`src/hdl/ntpd_pkg.sv`:
```
`timescale 1ns / 1ps

package ntpd_pkg;

  localparam logic [31:0] SECS_PER_DAY     = 32'd86400;
  localparam logic [31:0] SECS_PER_HOUR    = 32'd3600;
  localparam logic [31:0] SECS_PER_MINUTE  = 32'd60;
  localparam logic [31:0] SECS_COMMON_YEAR = 32'd31536000;
  localparam logic [31:0] SECS_LEAP_YEAR   = 32'd31622400;
  localparam logic [31:0] UNIX_TO_NTP      = 32'h83aa7e80;
  localparam logic [10:0] FIRST_YEAR       = 11'd1900;
  localparam logic [16:0] ZONE_RESET       = 17'd28800;

  localparam logic [1:0] REG_EPOCH_SELECT = 2'd0;
  localparam logic [1:0] REG_ZONE_OFFSET  = 2'd1;

  // A 32-bit count reaches no further than 2036, so 1900 is the only century
  // year in range that is not a leap year (2000 is a leap year).
  function automatic logic is_leap(input logic [10:0] year);
    return (year[1:0] == 2'd0) && (year != FIRST_YEAR);
  endfunction

  // Length of a month in seconds, month 1 is January.
  function automatic logic [31:0] month_secs(input logic [3:0] month, input logic leap);
    logic [4:0] days;
    case (month)
      4'd2:                     days = leap ? 5'd29 : 5'd28;
      4'd4, 4'd6, 4'd9, 4'd11:  days = 5'd30;
      default:                  days = 5'd31;
    endcase
    return 32'(days) * SECS_PER_DAY;
  endfunction

endpackage

```
`src/hdl/ntp_seconds_to_date.sv`:
```
`timescale 1ns / 1ps
// The year loop removes one elapsed year per step and the month loop one whole month per step,
// and day, hour and minute come from 16 restoring quotient steps, all on one subtractor.
// Throughput: one word at a time; in_tready is low while a conversion runs.
// Reset (rst_n low, synchronous) sets epoch select to 1900, the zone offset to +28800 s,
// and empties the sequencer and the output register.

module ntp_seconds_to_date (
  input  logic        clk,
  input  logic        rst_n,
  // Input word: [31:0] seconds_count.
  input  logic        in_tvalid,
  output logic        in_tready,
  input  logic [31:0] in_tdata,
  // Result word: [10:0] year_value, [14:11] month_value, [19:15] day_value,
  // [24:20] hour_value, [30:25] minute_value, [36:31] second_value, [39:37] zero.
  output logic        out_tvalid,
  input  logic        out_tready,
  output logic [39:0] out_tdata,
  // Configuration writes: index 0 is epoch_select, index 1 is zone_offset_seconds.
  input  logic        cfg_valid,
  output logic        cfg_ready,
  input  logic [1:0]  cfg_index,
  input  logic [16:0] cfg_data
);

  import ntpd_pkg::*;

  // The conversion walks through phases. First the zone offset is added, then
  // whole years are removed one per cycle, then whole months, and finally the
  // day, hour and minute quotients are built one bit per cycle by restoring
  // division against the shifted period length.
  typedef enum logic [2:0] {
    S_IDLE,
    S_ZONE,
    S_YEAR,
    S_MONTH,
    S_DIV,
    S_DONE
  } state_t;

  typedef enum logic [1:0] {
    P_DAY,
    P_HOUR,
    P_MINUTE
  } phase_t;

  state_t      state_r, state_nxt;
  phase_t      phase_r, phase_nxt;
  logic        epoch_r;
  logic [16:0] zone_r;
  logic [31:0] t_r, t_nxt;
  logic [10:0] year_r, year_nxt;
  logic [3:0]  month_r, month_nxt;
  logic [4:0]  day_r, day_nxt;
  logic [4:0]  hour_r, hour_nxt;
  logic [5:0]  minute_r, minute_nxt;
  logic [5:0]  quot_r, quot_nxt;
  logic [2:0]  bit_r, bit_nxt;
  logic        out_valid_r;
  logic [39:0] out_data_r;

  logic        leap;
  logic [31:0] div_base;
  logic [31:0] sub_b;
  logic        covers;
  logic [31:0] difference;
  logic [5:0]  quot_step;

  assign cfg_ready  = 1'b1;
  assign in_tready  = (state_r == S_IDLE);
  assign out_tvalid = out_valid_r;
  assign out_tdata  = out_data_r;

  assign leap = is_leap(year_r);

  always_comb begin
    case (phase_r)
      P_HOUR:   div_base = SECS_PER_HOUR;
      P_MINUTE: div_base = SECS_PER_MINUTE;
      default:  div_base = SECS_PER_DAY;
    endcase
  end

  // Operand for the shared subtractor, chosen by the current phase.
  always_comb begin
    case (state_r)
      S_YEAR:  sub_b = leap ? SECS_LEAP_YEAR : SECS_COMMON_YEAR;
      S_MONTH: sub_b = month_secs(month_r, leap);
      S_DIV:   sub_b = div_base << bit_r;
      default: sub_b = '0;
    endcase
  end

  ntpd_sub_unit u_sub (
    .minuend    (t_r),
    .subtrahend (sub_b),
    .covers     (covers),
    .difference (difference)
  );

  assign quot_step = quot_r | (6'(covers) << bit_r);

  always_comb begin
    state_nxt  = state_r;
    phase_nxt  = phase_r;
    t_nxt      = t_r;
    year_nxt   = year_r;
    month_nxt  = month_r;
    day_nxt    = day_r;
    hour_nxt   = hour_r;
    minute_nxt = minute_r;
    quot_nxt   = quot_r;
    bit_nxt    = bit_r;
    case (state_r)
      S_IDLE: begin
        if (in_tvalid) begin
          // A Unix count is moved onto the 1900 scale; the sum wraps.
          t_nxt     = in_tdata + (epoch_r ? UNIX_TO_NTP : 32'd0);
          year_nxt  = FIRST_YEAR;
          month_nxt = 4'd1;
          state_nxt = S_ZONE;
        end
      end
      S_ZONE: begin
        t_nxt     = t_r + {{15{zone_r[16]}}, zone_r};
        state_nxt = S_YEAR;
      end
      S_YEAR: begin
        if (covers) begin
          t_nxt    = difference;
          year_nxt = year_r + 11'd1;
        end else begin
          state_nxt = S_MONTH;
        end
      end
      S_MONTH: begin
        if (covers && month_r != 4'd12) begin
          t_nxt     = difference;
          month_nxt = month_r + 4'd1;
        end else begin
          state_nxt = S_DIV;
          phase_nxt = P_DAY;
          quot_nxt  = '0;
          bit_nxt   = 3'd4;
        end
      end
      S_DIV: begin
        if (covers) begin
          t_nxt = difference;
        end
        quot_nxt = quot_step;
        bit_nxt  = bit_r - 3'd1;
        if (bit_r == 3'd0) begin
          quot_nxt = '0;
          case (phase_r)
            P_DAY: begin
              day_nxt   = quot_step[4:0] + 5'd1;
              phase_nxt = P_HOUR;
              bit_nxt   = 3'd4;
            end
            P_HOUR: begin
              hour_nxt  = quot_step[4:0];
              phase_nxt = P_MINUTE;
              bit_nxt   = 3'd5;
            end
            default: begin
              minute_nxt = quot_step;
              state_nxt  = S_DONE;
            end
          endcase
        end
      end
      S_DONE: begin
        if (!out_valid_r || out_tready) begin
          state_nxt = S_IDLE;
        end
      end
      default: state_nxt = S_IDLE;
    endcase
  end

  always_ff @(posedge clk) begin
    if (!rst_n) begin
      state_r     <= S_IDLE;
      phase_r     <= P_DAY;
      epoch_r     <= 1'b0;
      zone_r      <= ZONE_RESET;
      out_valid_r <= 1'b0;
    end else begin
      state_r <= state_nxt;
      phase_r <= phase_nxt;
      if (cfg_valid) begin
        if (cfg_index == REG_EPOCH_SELECT) begin
          epoch_r <= cfg_data[0];
        end else if (cfg_index == REG_ZONE_OFFSET) begin
          zone_r <= cfg_data;
        end
      end
      if (state_r == S_DONE && (!out_valid_r || out_tready)) begin
        out_valid_r <= 1'b1;
      end else if (out_tready) begin
        out_valid_r <= 1'b0;
      end
    end
  end

  // Datapath registers carry no reset.
  always_ff @(posedge clk) begin
    t_r      <= t_nxt;
    year_r   <= year_nxt;
    month_r  <= month_nxt;
    day_r    <= day_nxt;
    hour_r   <= hour_nxt;
    minute_r <= minute_nxt;
    quot_r   <= quot_nxt;
    bit_r    <= bit_nxt;
    if (state_r == S_DONE && (!out_valid_r || out_tready)) begin
      // What is left of the remainder after the minute step is the second.
      out_data_r <= {3'd0, t_r[5:0], minute_r, hour_r, day_r, month_r, year_r};
    end
  end

endmodule

```
`src/hdl/ntpd_sub_unit.sv`:
```
`timescale 1ns / 1ps

// Shared compare-and-subtract unit: tells whether the remainder covers the
// period length and gives the difference.
module ntpd_sub_unit (
  input  logic [31:0] minuend,
  input  logic [31:0] subtrahend,
  output logic        covers,
  output logic [31:0] difference
);

  logic [32:0] diff_wide;

  assign diff_wide  = {1'b0, minuend} - {1'b0, subtrahend};
  assign covers     = ~diff_wide[32];
  assign difference = diff_wide[31:0];

endmodule

```
`config.mk`:
```
export PLATFORM = sky130hd
export DESIGN_NAME = ntp_seconds_to_date
export DESIGN_NICKNAME = d
export VERILOG_FILES = /design/src/hdl/ntpd_pkg.sv /design/src/hdl/ntp_seconds_to_date.sv /design/src/hdl/ntpd_sub_unit.sv
export SDC_FILE = /design/constraint.sdc
export NUM_CORES = 1
export LEC_CHECK = 0
export ABC_CLOCK_PERIOD_IN_PS = 6200
export BUFFER_PORTS_ARGS = -buffer_cell sky130_fd_sc_hd__buf_2
export CAP_MARGIN = 20
export CORE_MARGIN = 5
export CORE_UTILIZATION = 55
export DETAILED_ROUTE_END_ITERATION = 8
export HOLD_SLACK_MARGIN = 0.06
export PLACE_DENSITY = 0.85
export RECOVER_POWER = 100
export SETUP_SLACK_MARGIN = 0.02
export SLEW_MARGIN = 25
export SYNTH_ARGS = -nofsm -noshare
export SYNTH_HDL_FRONTEND = slang
export SYNTH_SLANG_ARGS = --single-unit
```
`constraint.sdc`:
```
create_clock -name clk -period 6.2 [get_ports clk]
set_input_delay 0.31 -clock clk [delete_from_list [all_inputs] [get_ports clk]]
set_output_delay 0.31 -clock clk [all_outputs]
set_load 0.005 [all_outputs]
```
-- Yosys cells after proc, flatten, opt, wreduce, memory -nomap -nowiden
Index checks and enable logic that the tools add are counted.
- add/sub/neg operators: 7
- multiply operators: 1
- eq/ne operators: 25
- shifts and indexed selects: 2
- mux-type cells: 36
- bitwise operators: 4
- reductions and logical operators: 29
- operators by type and width (cell ; count):
    two-way mux 32 bit ; 4
    one-hot mux 32 bit (4 select lines) ; 1
    one-hot mux 32 bit (3 select lines) ; 1
    adder 32 bit ; 2
    one-hot mux 17 bit (2 select lines) ; 1
    subtractor 32 x 32 -> 33 bit ; 1
    left shift 32 x 3 -> 32 bit ; 1
    two-way mux 11 bit ; 2
    one-hot mux 11 bit (2 select lines) ; 1
    two-way mux 3 bit ; 7
    two-way mux 18 bit ; 1
    one-hot mux 3 bit (6 select lines) ; 1
    AND reduction 3 bit ; 6
    inequality test 2 bit, second input constant ; 8
    multiplier 5 x 10 -> 15 bit, second input constant ; 1
    two-way mux 6 bit ; 2
    one-hot mux 2 bit (2 select lines) ; 3
    one-hot mux 3 bit (2 select lines) ; 2
    one-hot mux 6 bit (2 select lines) ; 1
    adder 11 x 1 -> 11 bit, second input constant ; 1
    inequality test 11 bit, second input constant ; 1
    == test 4 x 3 -> 1 bit, second input constant ; 2
    == test 4 bit, second input constant ; 2
    two-way mux 4 bit ; 2
    other kinds (31) ; 50
- bits in registers: 133
- bits of input ports: 56
- output and inout bits: 43
- logic and storage cells: 118

-- Depth between registers and ports, before layout
- word-level depth: 13
- mapped depth: 20
- gate-level depth less buffers: 20

-- Cells and area by module
A second synthesis with hierarchy kept.
- cells, all modules: 1226
- area, all modules: 10691.5 um^2
- by module, submodules not included (module ; instances ; cells each ; area an instance (um^2) ; seq. area each (um^2)):
    ntp_seconds_to_date ; 1 ; 920 ; 8712.1 ; 3753.6
    ntpd_sub_unit ; 1 ; 306 ; 1979.4 ; 0.0

-- Worst setup path after synthesis
No wires, ideal clock.
- path kind: reg-to-reg
- from: reg year_r[2]
- to: reg t_r[0] (enable)
- setup time: 433 ps
- data arrival time: 5209 ps
- required time: 5767 ps
- setup slack: 558 ps
- cell stages (with the launch flop): 19
- path buffers: 1
- clock period less this slack: 5642 ps
- path through: edfxtp_1 > and2_1 > nand4_1 > o21ai_0 > a211oi_1 > a21oi_1 > inv_1 > ha_1 > o22a_1 > ha_1 > nand2_1 > o211a_1 > o21ai_0 > o31a_2 > a31oi_4 > buf_6 > o21ai_1 > a221oi_2 > o22ai_1
- cells in the longest elaborated chain, start to end: 12
- elaborated cells on any way between the ends: 14
- those cells by class: add/sub: 1; mul: 1; eq/ne: 3; mux: 5; bitwise: 1; reduce/logical: 3
- RTL lines (item ; line ; RTL):
    start: declaration ; ntp_seconds_to_date.sv:53 ; logic [10:0] year_r, year_nxt;
    start signal: assignment ; ntp_seconds_to_date.sv:211 ; year_r <= year_nxt;
    inequality test 11 bit (*) ; ntpd_pkg.sv:20 ; return (year[1:0] == 2'd0) && (year != FIRST_YEAR);
    logical AND 1 bit (*) ; ntpd_pkg.sv:20 ;
    two-way mux 1 bit ; ntpd_pkg.sv:27 ; 4'd2: days = leap ? 5'd29 : 5'd28;
    one-hot mux 2 bit (2 select lines) ; ntpd_pkg.sv:26 ; case (month)
    two-way mux 5 bit ; ntp_seconds_to_date.sv:87 ; case (state_r)
    multiplier 5 x 10 -> 15 bit ; ntpd_pkg.sv:31 ; return 32'(days) * SECS_PER_DAY;
    one-hot mux 32 bit (3 select lines) (*) ; ntp_seconds_to_date.sv:87 ;
    subtractor 32 x 32 -> 33 bit (*) ; ntpd_sub_unit.sv:14 ; assign diff_wide = {1'b0, minuend} - {1'b0, subtrahend};
    NOT 1 bit ; ntpd_sub_unit.sv:15 ; assign covers = ~diff_wide[32];
    logical AND 1 bit ; ntp_seconds_to_date.sv:138 ; if (covers && month_r != 4'd12) begin
    inequality test 2 bit (no source line) ; - ;
    AND reduction 4 bit (no source line) (*) ; - ;
    end signal: assignment ; ntp_seconds_to_date.sv:210 ; t_r <= t_nxt;
    end: declaration ; ntp_seconds_to_date.sv:52 ; logic [31:0] t_r, t_nxt;
Every way passes the cells marked *; elsewhere a longest branch is shown, timed or not. The select of a mux whose other input is x is not followed.
A chain may end at the register's enable or synchronous reset.

-- Worst setup path in the final report
- from: reg year_r[2]
- to: reg t_r[30] (enable)
Same word-level chain as after synthesis.

==> results.md <==
- Ys Warns: 0
- Yosys cell types: 82
- Startpoint Class: flop
- Finished Cell Area: 11,100 um2
- Initial Util: 0.554
- Post-synthesis compound-gate area fraction: 0.233
- Total Nets Final: around 1,300
- CP Cell Sequence: and2_0 -> nand4_1 -> o21ai_0 -> a211oi_1 -> a21oi_1 -> inv_1 -> ha_1 -> nand2_1 -> nand2_1 -> o21ai_0 -> ha_1 -> a211oi_1 -> o211a_1 -> o21ai_0 -> o31a_2 -> a31oi_4 -> o21ai_0 -> a221oi_2 -> o22ai_2 -> buf_4
- Worst Setup Slack, final: around 0.65 ns
- CP Max Fanout: 32
- Worst EP arrival: 5.69 ns
- Worst R2R Setup Slack: 0.65 ns
- Slew Limit Fails: 32
- Routability cong.: slightly below 1
- Mux cell area share after synthesis: 0.00623
- Diode count: 0
- Clock transition at path regs: about 0.060 ns
- Final HPWL DP: 18,700 um
- Syn Area/Cell: 9.32 um2
- Max VDD drop: 0.000219 V
- Sequential fraction of the synthesis area: 0.381
- Cts hold-fix bufs: 0
- Post-DP Area: 10,500 um2
- Yosys reg bits: around 130
- Failing checks: capacitance limit, slew limit
- Cell class contributing the biggest share of worst-path delay: compound AO/OA/AOI/OAI gates
- Synthesized area: slightly below 10,000 um2
- Cell depth of the worst flop-to-flop path: 20
- CORE AREA: between 15,000 and 20,000 um2
- PD cells: 347 nW/um2
- Total gr overflow: 0
- Share of layout cells above drive strength 1: 0.122
- Status: finished with violations
- Area contributors post-synth: edfxtp_1, ha_1, dfxtp_1
- Vias in the first global route: 8,039
- Synth Area in XOR/XNOR: 0.0783
- Critical path class: flop to flop
- First-pass GRT wire length: between 30,000 and 40,000 um
- Worst-Skew Late Latency: between 0.4 and 0.5 ns
- Antenna Nets Post-Route: 0
- Slowest cell delay on critical path: between 0.5 and 0.6 ns
- Number of fill cells: about 1,500
- FMAX: 0.180 GHz
- GRT Total Usage: 0.242
- CTS tree: done
- Avg Vias per Cell: between 6 and 7
- Post-route minimum period: 5.55 ns
- Post-synth top cells: nand2_1, edfxtp_1, ha_1
- EDFF count, synth: roughly 110
- Port bufs: between 90 and 100
- WP depth: 20
- Antenna violations before repair: 0
- First-pass DRT Iterations: 5
- Via count: between 8,000 and 9,000
- IO Pins: between 90 and 100
- Buf/Inv on CP: 2
- Post-cts sizing count: 0
- Hold Path Depth: 3
- Post-CTS setup buffers: 0
- # DRC: 0
- Leakage: about 4.3 nW
- Setup WS pre-CTS: about 0.9 ns
- Drt first-iter violations: between 700 and 800
- Root Driver: clkbuf_16
- Cells after DPL: 1,352
- Post-Synth Adder-Cell Area: 0.110
- Worst-Margin Slew: ~1.6 ns
- Num CTS Buffers: 17
- # rows: just under 50
- Final hold vios: 0
- Finished Layout Cells: ~1,400
- Die area: 20,700 um2
- Crit. End Element: flop
- Die width: 144 um
- Final TNS setup: 0 ns
- Post-Route WL: 24,600 um
- Clock net sink count: around 130
- Avg WL per Cell: around 18 um
- Post-synth top area share: 0.333
- Die Y-Extent: roughly 140 um
- Synth Flop Type: edfxtp_1
- Cell taking the most area after synthesis: edfxtp_1
- Count leader, synth: nand2_1
- Synth Area in Simple Gates: 0.162
- Longest Clk Path Bufs: 2
- Unrepaired setup endpoints after global routing: false
- Slew HR: -0.0793
- Setup Skew: around 0.0094 ns
- Crit-path slowest cell: o21ai_0
- Synthesized instance count: ~1,100
- FFs w/ async S/R, synth: 0
- H-tree levels: 4
- Hold Crit Class: input port to flop
- Final Setup Violations: 0
- Area growth syn-to-layout: 12.4%
- Largest net degree at the start of global routing: 33
- CP most frequent cell: o21ai_0
- Ratio of final minimum period to clock period: 0.896
- Total of max-cap violations: 1
- Combinational family with the most area after synthesis: compound AO/OA/AOI/OAI gates
- WP data required: between 6 and 7 ns
-- per-layer routing --
metal  up-vias  global-route usage  part of all wire
met5         -                   0                 0
met4         0              0.0763             0.023
met3        45              0.0439             0.074
met2       355               0.412              0.48
met1      3950               0.314              0.43
li1       4135                   -                 -
-- worst paths after layout --
kind | startpoint | endpoint
worst min register to register | day_r[2] | out_tdata[17]
worst max-delay path | year_r[2] | t_r[30]
worst min-delay path | cfg_data[14] | zone_r[14]
worst max register to register | year_r[2] | t_r[30]
-- registers in the layout, indices dropped and copies added, names as in the netlist, 2 cells and up --
signal,cells
t_r,32
zone_r,17
year_r,11
month_r,4
state_r,3
phase_r,2
quot_r,6
day_r,5
out_tdata,37
bit_r,3
minute_r,6
hour_r,5
-- logic make-up after synthesis --
group	count (synthesis)
muxes	6
other	2
buffers and inverters	66
AOI/OAI and AO/OA	337
DFF	133
xor gates and xnor gates	88
and+or+nand+nor	338
adders and majority gates	86
-- cell usage in the layout (no fill, tap or decap), types with 6 or more instances in the layout --
cell type / netlist / layout
nand2_1: 121 / 121
and2_0: 1 / 6
buf_2: 0 / 75
nand4_1: 8 / 8
or3_1: 9 / 9
o211ai_1: 5 / 7
o21a_1: 8 / 8
buf_4: 4 / 8
nor3_1: 18 / 18
a21oi_1: 80 / 82
clkbuf_16: 0 / 17
edfxtp_1: 109 / 109
a221oi_1: 6 / 6
ha_1: 85 / 85
a21o_1: 36 / 36
and2_1: 11 / 6
dfxtp_1: 24 / 24
a22oi_1: 17 / 17
a31oi_1: 15 / 15
nor2b_1: 13 / 13
clkbuf_1: 31 / 26
xnor2_1: 47 / 46
nand2b_1: 11 / 11
nor2_1: 73 / 73
o21ai_0: 69 / 71
and3_1: 14 / 14
nand3_1: 32 / 32
xor2_1: 41 / 41
inv_1: 21 / 21
o21bai_1: 12 / 12
a211oi_1: 15 / 15
-- report_power, final --
group          internal, mW  total (mW)  switching (mW)
clock                 0.642        1.03           0.384
combinational         0.647        1.56           0.917
sequential             1.12        1.25           0.133
total                  2.41        3.84            1.43
-- layout make-up --
cell class                 instances  area [um2]  area share
clock inverter                    12         155      0.0140
multi-input combinational        859        5810       0.525
sequential                       133        3750       0.339
timing repair buffer             107         526      0.0475
tap                              229         287      0.0259
clock buffer                      20         447      0.0404
inverter                          24        90.1     0.00814
-- through the flow --
step / hold slack (ns) / power (mW) / utilization
2_1_floorplan: 0.382 / 2.41 / -
3_3_place_gp: 0.400 / 2.75 / 0.593
3_5_place_dp: 0.405 / 2.78 / 0.593
4_1_cts: 0.0785 / 3.83 / 0.627
5_1_grt: 0.0886 / 4.06 / 0.622
6_report: 0.0907 / 3.84 / 0.622
-- worst register-to-register path: stages, from the launching register on --
cell and delay, ns:
edfxtp_1 0.41, and2_0 0.26, nand4_1 0.12, o21ai_0 0.59, a211oi_1 0.19, a21oi_1 0.33
inv_1 0.14, ha_1 0.30, nand2_1 0.06, nand2_1 0.09, o21ai_0 0.11, ha_1 0.36
a211oi_1 0.28, o211a_1 0.19, o21ai_0 0.16, o31a_2 0.41, a31oi_4 0.33, o21ai_0 0.18
a221oi_2 0.31, o22ai_2 0.13, buf_4 0.30
Power figures use the tool's default switching activity.
